<file path="src/rtl/core/i2cte_pkg.sv">
package i2cte_pkg;

	localparam int ADDR_W  = 7;
	localparam int BYTE_W  = 8;
	localparam int PHASE_W = 4;
	localparam int BIDX_W  = 2;

	// configuration register indexes
	localparam int CFG_IDX_W = 1;
	localparam logic [CFG_IDX_W-1:0] REG_SMC_ADDRESS = 1'b0;
	localparam logic [CFG_IDX_W-1:0] REG_RTC_ADDRESS = 1'b1;

	localparam logic [ADDR_W-1:0] SMC_ADDRESS_RST = 7'd66;
	localparam logic [ADDR_W-1:0] RTC_ADDRESS_RST = 7'd111;

	// the acknowledge slot follows the last data bit of a byte
	localparam logic [PHASE_W-1:0] PHASE_ACK   = 4'd8;
	localparam logic [PHASE_W-1:0] PHASE_FIRST = 4'd1;
	localparam logic [BIDX_W-1:0]  BIDX_ADDR   = 2'd0;
	localparam logic [BIDX_W-1:0]  BIDX_OFFSET = 2'd1;
	localparam logic [BIDX_W-1:0]  BIDX_DATA   = 2'd2;

	typedef struct packed {
		logic [ADDR_W-1:0] smc_address;
		logic [ADDR_W-1:0] rtc_address;
	} cfg_t;

	typedef struct packed {
		logic              scl_in;
		logic              sda_in;
		logic [BYTE_W-1:0] read_byte;
	} step_in_t;

	typedef struct packed {
		logic              sda_out;
		logic              read_strobe;
		logic              write_strobe;
		logic [ADDR_W-1:0] target_address;
		logic [BYTE_W-1:0] reg_offset;
		logic [BYTE_W-1:0] write_data;
	} step_out_t;

endpackage

</file>
<file path="src/rtl/core/i2cte_in_if.sv">
interface i2cte_in_if;
	import i2cte_pkg::*;

	logic              valid;
	logic              ready;
	logic              scl_in;
	logic              sda_in;
	logic [BYTE_W-1:0] read_byte;

	modport source (output valid, output scl_in, output sda_in, output read_byte, input ready);
	modport sink   (input valid, input scl_in, input sda_in, input read_byte, output ready);

endinterface

</file>
<file path="src/rtl/core/i2cte_out_if.sv">
interface i2cte_out_if;
	import i2cte_pkg::*;

	logic              valid;
	logic              ready;
	logic              sda_out;
	logic              read_strobe;
	logic              write_strobe;
	logic [ADDR_W-1:0] target_address;
	logic [BYTE_W-1:0] reg_offset;
	logic [BYTE_W-1:0] write_data;

	modport source (output valid, output sda_out, output read_strobe, output write_strobe,
		output target_address, output reg_offset, output write_data, input ready);
	modport sink   (input valid, input sda_out, input read_strobe, input write_strobe,
		input target_address, input reg_offset, input write_data, output ready);

endinterface

</file>
<file path="src/rtl/core/i2cte_cfg_regs.sv">
module i2cte_cfg_regs (
	input  logic                                clk,
	input  logic                                arst_n,
	input  logic                                we,
	input  logic [i2cte_pkg::CFG_IDX_W-1:0]     index,
	input  logic [i2cte_pkg::ADDR_W-1:0]        data,
	output i2cte_pkg::cfg_t                     cfg
);
	import i2cte_pkg::*;

	cfg_t cfg_q;

	always_ff @(posedge clk or negedge arst_n) begin
		if (!arst_n) begin
			cfg_q.smc_address <= SMC_ADDRESS_RST;
			cfg_q.rtc_address <= RTC_ADDRESS_RST;
		end else if (we) begin
			case (index)
				REG_SMC_ADDRESS: cfg_q.smc_address <= data;
				REG_RTC_ADDRESS: cfg_q.rtc_address <= data;
				default:         cfg_q <= cfg_q;
			endcase
		end
	end

	assign cfg = cfg_q;

endmodule

</file>
<file path="src/rtl/core/i2cte_bit_core.sv">
module i2cte_bit_core (
	input  logic                  clk,
	input  logic                  arst_n,
	input  logic                  en,
	input  i2cte_pkg::step_in_t   item,
	input  i2cte_pkg::cfg_t       cfg,
	output i2cte_pkg::step_out_t  res
);
	import i2cte_pkg::*;

	logic               bus_idle_q, reading_q, last_scl_q, last_sda_q, drive_q;
	logic [PHASE_W-1:0] phase_q;
	logic [BYTE_W-1:0]  shift_q, offset_q;
	logic [BIDX_W-1:0]  bidx_q;
	logic [ADDR_W-1:0]  target_q;

	logic               bus_idle_d, reading_d, drive_d;
	logic [PHASE_W-1:0] phase_d;
	logic [BYTE_W-1:0]  shift_d, offset_d, wdata;
	logic [BIDX_W-1:0]  bidx_d;
	logic [ADDR_W-1:0]  target_d;
	logic               changed, rstb, wstb, ack;

	always_comb begin
		bus_idle_d = bus_idle_q;
		reading_d  = reading_q;
		drive_d    = drive_q;
		phase_d    = phase_q;
		shift_d    = shift_q;
		offset_d   = offset_q;
		bidx_d     = bidx_q;
		target_d   = target_q;
		rstb       = 1'b0;
		wstb       = 1'b0;
		wdata      = '0;
		ack        = 1'b1;
		changed    = (item.scl_in != last_scl_q) || (item.sda_in != last_sda_q);

		if (changed) begin
			// start: both lines low while idle
			if (bus_idle_d && !item.scl_in && !item.sda_in) begin
				bus_idle_d = 1'b0;
				phase_d    = '0;
			end
			// stop: sda rises with scl high right after the first bit clock
			if (!bus_idle_d && phase_d == PHASE_FIRST && item.scl_in && item.sda_in
					&& !last_sda_q) begin
				bus_idle_d = 1'b1;
				phase_d    = '0;
				bidx_d     = BIDX_ADDR;
				reading_d  = 1'b0;
			end
			if (!bus_idle_d && item.scl_in && !last_scl_q) begin
				drive_d = 1'b1;
				if (phase_d < PHASE_ACK) begin
					if (reading_d) begin
						if (phase_d == '0) begin
							shift_d = item.read_byte;
							rstb    = 1'b1;
						end
						drive_d = shift_d[BYTE_W-1];
						shift_d = {shift_d[BYTE_W-2:0], 1'b0};
					end else begin
						shift_d = {shift_d[BYTE_W-2:0], item.sda_in};
					end
					phase_d = phase_d + PHASE_W'(1);
				end else begin
					if (reading_d) begin
						// master nack ends the read
						if (item.sda_in) begin
							bidx_d    = BIDX_ADDR;
							reading_d = 1'b0;
						end
					end else begin
						case (bidx_d)
							BIDX_ADDR: begin
								target_d  = shift_d[BYTE_W-1:1];
								reading_d = shift_d[0];
								ack = (target_d == cfg.smc_address)
									|| (target_d == cfg.rtc_address);
							end
							BIDX_OFFSET: offset_d = shift_d;
							default: begin
								wstb     = 1'b1;
								wdata    = shift_d;
								offset_d = offset_q + BYTE_W'(1);
							end
						endcase
						if (ack) begin
							drive_d = 1'b0;
							if (bidx_d != BIDX_DATA) bidx_d = bidx_d + BIDX_W'(1);
						end else begin
							bidx_d    = BIDX_ADDR;
							reading_d = 1'b0;
						end
					end
					phase_d = '0;
				end
			end
		end
	end

	always_ff @(posedge clk or negedge arst_n) begin
		if (!arst_n) begin
			bus_idle_q <= 1'b1;
			reading_q  <= 1'b0;
			last_scl_q <= 1'b1;
			last_sda_q <= 1'b1;
			drive_q    <= 1'b1;
			phase_q    <= '0;
			shift_q    <= '0;
			offset_q   <= '0;
			bidx_q     <= BIDX_ADDR;
			target_q   <= '0;
		end else if (en) begin
			bus_idle_q <= bus_idle_d;
			reading_q  <= reading_d;
			last_scl_q <= item.scl_in;
			last_sda_q <= item.sda_in;
			drive_q    <= drive_d;
			phase_q    <= phase_d;
			shift_q    <= shift_d;
			offset_q   <= offset_d;
			bidx_q     <= bidx_d;
			target_q   <= target_d;
		end
	end

	always_comb begin
		res.sda_out        = drive_d;
		res.read_strobe    = rstb;
		res.write_strobe   = wstb;
		res.target_address = target_d;
		res.reg_offset     = wstb ? offset_q : offset_d;
		res.write_data     = wdata;
	end

endmodule

</file>
<file path="src/rtl/core/i2c_target_bit_engine.sv">
// a sample is registered in the input stage, then its result word in the result register
// throughput: one sample word per cycle while the result side is not stalled, set by the bit-state update
// while a result waits one more sample fits in the input stage, then the input stalls
// reset: arst_n clears the bus state to idle with sda released, loads the address
// registers with their defaults and empties both stages
module i2c_target_bit_engine (
	input  logic                              clk,
	input  logic                              arst_n,
	i2cte_in_if.sink                          din,
	i2cte_out_if.source                       dout,
	input  logic                              cfg_we,
	input  logic [i2cte_pkg::CFG_IDX_W-1:0]   cfg_index,
	input  logic [i2cte_pkg::ADDR_W-1:0]      cfg_data
);
	import i2cte_pkg::*;

	cfg_t      cfg;
	step_in_t  item_s1;
	logic      valid_s1;
	step_out_t step_res;
	step_out_t res_q;
	logic      out_valid_q;
	logic      advance;
	logic      in_take;

	// target addresses
	i2cte_cfg_regs u_cfg (
		.clk    (clk),
		.arst_n (arst_n),
		.we     (cfg_we),
		.index  (cfg_index),
		.data   (cfg_data),
		.cfg    (cfg)
	);

	// the staged sample moves on whenever the result register is empty or being drained
	assign advance  = valid_s1 && (!out_valid_q || dout.ready);
	assign din.ready = !valid_s1 || advance;
	assign in_take  = din.valid && din.ready;

	// input stage
	always_ff @(posedge clk or negedge arst_n) begin
		if (!arst_n) begin
			valid_s1 <= 1'b0;
		end else if (in_take) begin
			valid_s1 <= 1'b1;
		end else if (advance) begin
			valid_s1 <= 1'b0;
		end
	end

	always_ff @(posedge clk) begin
		if (in_take) begin
			item_s1.scl_in    <= din.scl_in;
			item_s1.sda_in    <= din.sda_in;
			item_s1.read_byte <= din.read_byte;
		end
	end

	// per-sample state machine: edge detect, start/stop, shift and acknowledge
	i2cte_bit_core u_core (
		.clk    (clk),
		.arst_n (arst_n),
		.en     (advance),
		.item   (item_s1),
		.cfg    (cfg),
		.res    (step_res)
	);

	// result register
	always_ff @(posedge clk or negedge arst_n) begin
		if (!arst_n) begin
			out_valid_q <= 1'b0;
		end else if (advance) begin
			out_valid_q <= 1'b1;
		end else if (dout.ready) begin
			out_valid_q <= 1'b0;
		end
	end

	always_ff @(posedge clk) begin
		if (advance) begin
			res_q <= step_res;
		end
	end

	assign dout.valid          = out_valid_q;
	assign dout.sda_out        = res_q.sda_out;
	assign dout.read_strobe    = res_q.read_strobe;
	assign dout.write_strobe   = res_q.write_strobe;
	assign dout.target_address = res_q.target_address;
	assign dout.reg_offset     = res_q.reg_offset;
	assign dout.write_data     = res_q.write_data;

endmodule

</file>
<file path="src/flat_wrapper.sv">
// flat-port wrapper written by rule: the top's interface ports become plain ports
module i2c_target_bit_engine_flat import i2cte_pkg::*;
  (clk, arst_n, cfg_we, cfg_index, cfg_data, din_valid, din_scl_in, din_sda_in, din_read_byte, din_ready, dout_valid, dout_sda_out, dout_read_strobe, dout_write_strobe, dout_target_address, dout_reg_offset, dout_write_data, dout_ready);
  i2cte_in_if din_i ();
  i2cte_out_if dout_i ();
  input  logic clk;
  input  logic arst_n;
  input  logic cfg_we;
  input  logic [i2cte_pkg::CFG_IDX_W-1:0] cfg_index;
  input  logic [i2cte_pkg::ADDR_W-1:0] cfg_data;
  input wire logic [$bits(din_i.valid)-1:0] din_valid;
  input wire logic [$bits(din_i.scl_in)-1:0] din_scl_in;
  input wire logic [$bits(din_i.sda_in)-1:0] din_sda_in;
  input wire logic [$bits(din_i.read_byte)-1:0] din_read_byte;
  output wire logic [$bits(din_i.ready)-1:0] din_ready;
  output wire logic [$bits(dout_i.valid)-1:0] dout_valid;
  output wire logic [$bits(dout_i.sda_out)-1:0] dout_sda_out;
  output wire logic [$bits(dout_i.read_strobe)-1:0] dout_read_strobe;
  output wire logic [$bits(dout_i.write_strobe)-1:0] dout_write_strobe;
  output wire logic [$bits(dout_i.target_address)-1:0] dout_target_address;
  output wire logic [$bits(dout_i.reg_offset)-1:0] dout_reg_offset;
  output wire logic [$bits(dout_i.write_data)-1:0] dout_write_data;
  input wire logic [$bits(dout_i.ready)-1:0] dout_ready;
  assign din_i.valid = din_valid;
  assign din_i.scl_in = din_scl_in;
  assign din_i.sda_in = din_sda_in;
  assign din_i.read_byte = din_read_byte;
  assign din_ready = din_i.ready;
  assign dout_valid = dout_i.valid;
  assign dout_sda_out = dout_i.sda_out;
  assign dout_read_strobe = dout_i.read_strobe;
  assign dout_write_strobe = dout_i.write_strobe;
  assign dout_target_address = dout_i.target_address;
  assign dout_reg_offset = dout_i.reg_offset;
  assign dout_write_data = dout_i.write_data;
  assign dout_i.ready = dout_ready;
  i2c_target_bit_engine u_core (.clk(clk), .arst_n(arst_n), .din(din_i), .dout(dout_i), .cfg_we(cfg_we), .cfg_index(cfg_index), .cfg_data(cfg_data));
endmodule
</file>
<file path="config.mk">
export PLATFORM = sky130hd
export DESIGN_NAME = i2c_target_bit_engine_flat
export DESIGN_NICKNAME = d
export VERILOG_FILES = /design/src/rtl/core/i2cte_pkg.sv /design/src/rtl/core/i2cte_in_if.sv /design/src/rtl/core/i2cte_out_if.sv /design/src/rtl/core/i2cte_cfg_regs.sv /design/src/rtl/core/i2cte_bit_core.sv /design/src/rtl/core/i2c_target_bit_engine.sv /design/src/flat_wrapper.sv
export SDC_FILE = /design/constraint.sdc
export NUM_CORES = 1
export LEC_CHECK = 0
export BUFFER_PORTS_ARGS = -buffer_cell sky130_fd_sc_hd__buf_2
export CAP_MARGIN = 15
export CORE_MARGIN = 4
export CORE_UTILIZATION = 43
export CTS_BUF_LIST = sky130_fd_sc_hd__clkbuf_16
export CTS_CLUSTER_SIZE = 25
export DETAILED_ROUTE_END_ITERATION = 10
export PLACE_DENSITY_LB_ADDON = 0.25
export SLEW_MARGIN = 20
export SYNTH_ARGS = -nofsm -noshare
export SYNTH_HDL_FRONTEND = slang
export SYNTH_HIERARCHICAL = 1
export SYNTH_SLANG_ARGS = --single-unit
</file>
<file path="constraint.sdc">
create_clock -name clk -period 5 [get_ports clk]
set_input_delay 0.25 -clock clk [delete_from_list [all_inputs] [get_ports clk]]
set_output_delay 0.25 -clock clk [all_outputs]
set_load 0.02 [all_outputs]
</file>
==> results.md <==
Place:
- Summing all placed instances gives a cell area of 0.00446 mm².
- At the end of routability-driven placement, the weighted congestion stood at 0.821.
- The HPWL after detailed placement is 5370 µm.
- The worst setup timing slack at the placement stage is 2.36 ns.
- The count of input and output buffers is 50.
- The number of placed instances, taps included, is 487.

Route:
- Wires add up to 7980 µm.
- The vias after detailed routing is 2610.
- The number of design rule violations left after detail routing is 0.
- After the first detailed-routing iteration, the DRC count stood at 166.
- The number of detailed-routing iterations run before antenna repair is 4.
- The mean routed wirelength per cell is 15.9 µm.
- In this run the remaining antenna-violating nets after routing total 0.
- The ratio of routed vias to standard cells is 5.19.

Clock tree:
- The clock insertion delay at the later pin of the skew report is 0.34 ns.
- Gates resized during post-CTS repair numbered 0.
- The number of hold buffers added after CTS was 0.
- Clock-pin slew was measured on the worst setup and hold paths at 0.06 ns.
- TritonCTS built the clock tree.
- The maximum clock insertion buffer count is 2.
- Counting the buffers created by CTS gives 9.
- The post-CTS setup repair buffer count is 0.
- The H-tree generated during clock tree synthesis spans 3 levels.
- Clock tree synthesis selected as its root buffer the cell clkbuf_16.
- The clock net sink count is 86.

Power:
- The share of total power dissipated in the clock network is 0.326.
- Of the total power, registers draw 0.484.
- Across the VDD grid, the largest voltage drop is 0.000182 V.
- In this run the power density over the cells is 432 mW/mm².
- Summed over all nets, the switching power comes to 0.631 mW.
- The switching portion of total power is 0.306.
- The analysis attributes to cell leakage a power of 2.01 nW.
- The internal power component is 1.43 mW.
- The total power after layout is 2.06 mW.
- The part of the power in combinational logic is 0.190.

Final layout:
- The repair_antennas step left the layout with diodes totalling 0.
- Of the cells placed in the final design, the portion with a size suffix greater than 1 is 0.361.
- The net count reported at finish is 398.
- The final cell count without fillers is 503.
- The post-layout instance area is 0.00477 mm².
- Compared with the post-synthesis result, the final layout area differs by 15.0%.

Synth:
- Synthesis produced a netlist with a net count of 354.
- The combined area of all synthesized cells is 0.00415 mm².
- The synthesized instance count is 325.
- The top-area cell type share of the netlist area is 0.261.
- The mean post-synth cell area is 12.8 µm².
- The warning count from the yosys run is 6.
- The number of distinct library cells after synthesis is 60.
- Counting flops with an async set or reset pin after synthesis yields a share of 0.581.
- The leading area contributor after synthesis is edfxtp_1.
- The number of enable flip-flop cells after synthesis is 36.
- Ranked by total cell area, the synthesized netlist is headed by edfxtp_1 (26%), dfrtp_1 (23%), dfstp_2 (7.6%).
- The number of synthesized register bits is 86.
- For this run, the register share of the synthesized area comes to 0.566.
- The flip-flop cell with the highest count after synthesis is dfrtp_1.

Floorplan:
- The die is 106 µm wide.
- The initial utilization of the core area, before any placement, comes to 0.445.
- The die covers 0.0113 mm².
- The number of placement rows is 35.
- The die boundary height is 106 µm.
- The total area inside the core boundary comes to 0.00933 mm².
- 51 I/O pins were placed.

GRT:
- In the global route stage, overall resource usage came out at 0.150.
- The initial antenna violation count is 0.
- The largest net degree at the start of global routing is 51.
- The via count of the first global-routing pass is 2566.
- The overall overflow remaining after global route is 0.
- The first-pass GRT wire length is 13200 µm.

Timing:
- Across the routed clock network, the largest skew measured is 0.00896 ns.
- Across all setup checks in the final design, the least slack found is 2.34 ns.
- The final-report max-slew violation count is 0.
- Setup repair after global routing left no endpoint under its margin.
- The setup TNS is 0 ns.
- Setup violations remaining at the end of the flow were counted as 0.
- The final period utilization is 0.532.
- The hold violation count in the final report was 0.
- The normalized max-slew margin is 0.529.
- After layout, the minimum clock period comes to 2.66 ns.
- For the pin with the worst max-slew slack, the measured transition is 0.706 ns.
- Static timing analysis puts the maximum clock frequency at 0.376 GHz.

Min path:
- The path class of the tightest hold or removal check is in -> async.

Worst setup path:
- Along the worst path, the maximum fanout reaches 19.
- The number of cells on the worst reg-to-reg path is 5.
- At the worst endpoint, the required time is 5.09 ns.
- STA puts the critical path data arrival time at 2.75 ns.
- STA classifies the critical path startpoint as a flop.
- The kind of capture point of the worst setup path is a flop.
- The type of the worst setup path is reg -> reg.

Run status:
- The flow ran to the end, and the final reports show no timing, DRC or antenna violations.

Flow run:
- The number of violations of the max-capacitance limit is 0.
cell usage after synthesis, drive strengths merged, types with 2 or more instances:
master,number
a21oi,10
a221o,3
a22o,10
a22oi,2
a31oi,3
a32o,2
and2,13
and3,4
buf,12
clkbuf,7
dfrtp,38
dfstp,12
edfxtp,36
ha,6
inv,5
mux2,30
mux2i,8
nand2,32
nand2b,3
nand3,6
nand3b,2
nand4,2
nor2,8
nor2b,3
nor3,3
nor3b,4
nor4,2
o21ai,23
o31ai,2
or2,3
or3,3
xnor2,8
xor2,8
logic make-up (layout without fill, tap and decap cells):
family                     Yosys count  in the layout  synth area share
xor gates and xnor gates            16             16            0.0338
DFF                                 86             86             0.566
buffers and inverters               24             73            0.0332
adders and majority gates            6              6            0.0181
muxes                               38             38             0.107
AOI/OAI and AO/OA                   62             62             0.103
and+or+nand+nor                     93             93             0.139
path summary, 6_finish.rpt:
kind	slack, ns	end	start
max	2.34	u_core/dout.target_address[3]$_DFFE_PP_	u_core/u_core/phase_q[3]$_DFFE_PN0P_
min	0.02	u_core/valid_s1$_DFFE_PN0P_	arst_n
max reg2reg	2.34	u_core/dout.target_address[3]$_DFFE_PP_	u_core/u_core/phase_q[3]$_DFFE_PN0P_
min reg2reg	0.50	u_core/u_core/bidx_q[0]$_DFFE_PN0P_	u_core/u_core/bidx_q[0]$_DFFE_PN0P_
max in group asynchronous	4.54	u_core/u_core/offset_q[6]$_DFFE_PN0P_	arst_n
min in group clk	0.09	u_core/item_s1[7]$_DFFE_PP_	din_read_byte[7]
layout by cell type (no fill, tap or decap), types with 3 or more instances in the layout:
| cell type | instances |
|---|---|
| buf_2 | 50 |
| dfrtp_1 | 38 |
| edfxtp_1 | 36 |
| nand2_1 | 30 |
| mux2_2 | 23 |
| o21ai_0 | 19 |
| dfstp_2 | 12 |
| clkbuf_16 | 11 |
| a22o_1 | 10 |
| a21oi_1 | 10 |
| and2_4 | 9 |
| xnor2_1 | 8 |
| xor2_1 | 8 |
| mux2i_1 | 8 |
| mux2_4 | 7 |
| nor2_1 | 7 |
| inv_1 | 6 |
| ha_1 | 6 |
| nand3_1 | 5 |
| and2_1 | 4 |
| o21ai_1 | 4 |
| nand2b_1 | 3 |
| or3_1 | 3 |
| nor3b_1 | 3 |
| nor3_1 | 3 |
| a221o_1 | 3 |
| a31oi_1 | 3 |
power groups by stage:
| stage | Sequential, mW | Combinational [mW] | Clock, mW |
|---|---|---|---|
| global placement | 1.00 | 0.379 | 0 |
| CTS | 0.995 | 0.391 | 0.695 |
| finish | 0.996 | 0.391 | 0.673 |
| detailed placement | 1.01 | 0.389 | 0 |
| global route | 1.01 | 0.442 | 0.723 |
| floorplan | 0.938 | 0.336 | 0 |
worst max-delay path: stages (launching register included):
cell,delay [ns]
dfrtp_1,0.45
or2_1,0.30
o31ai_4,0.67
ha_1,0.38
nand2_1,0.25
mux2_2,0.36
per-layer routing:
metal	GRT usage	wire [µm]	up-vias
met5	0	0	-
met4	0.0638	104	0
met3	0.0322	358	6
met2	0.220	3610	77
met1	0.214	3900	1254
li1	-	-	1273
final cells by class:
cell class / instances / area, µm²
clock buffers: 11 / 275
clock inverters: 5 / 38.8
fillers: 825 / 4560
inverters: 5 / 18.8
multi-input cells: 215 / 1660
flip-flops and latches: 86 / 2350
well taps: 129 / 161
repair buffers: 52 / 265
metrics by stage:
step / utilization / hold WS [ns]
2_1_floorplan: - / -0.0456
5_1_grt: 0.511 / 0.0754
3_5_place_dp: 0.478 / 0.409
4_1_cts: 0.511 / 0.0404
6_report: 0.511 / 0.0194
3_3_place_gp: 0.478 / 0.408
sequential cells by signal, indices dropped and copies added, names as in the netlist, 2 cells and up:
register                    count
u_core/u_core/shift_q           8
u_core/dout.reg_offset          8
u_core/u_cfg/cfg               14
u_core/item_s1                 10
u_core/dout.write_data          8
u_core/u_core/target_q          7
u_core/u_core/offset_q          8
u_core/dout.target_address      7
u_core/u_core/phase_q           4
u_core/u_core/bidx_q            2
Note: power is estimated with default switching activity, not from simulation.
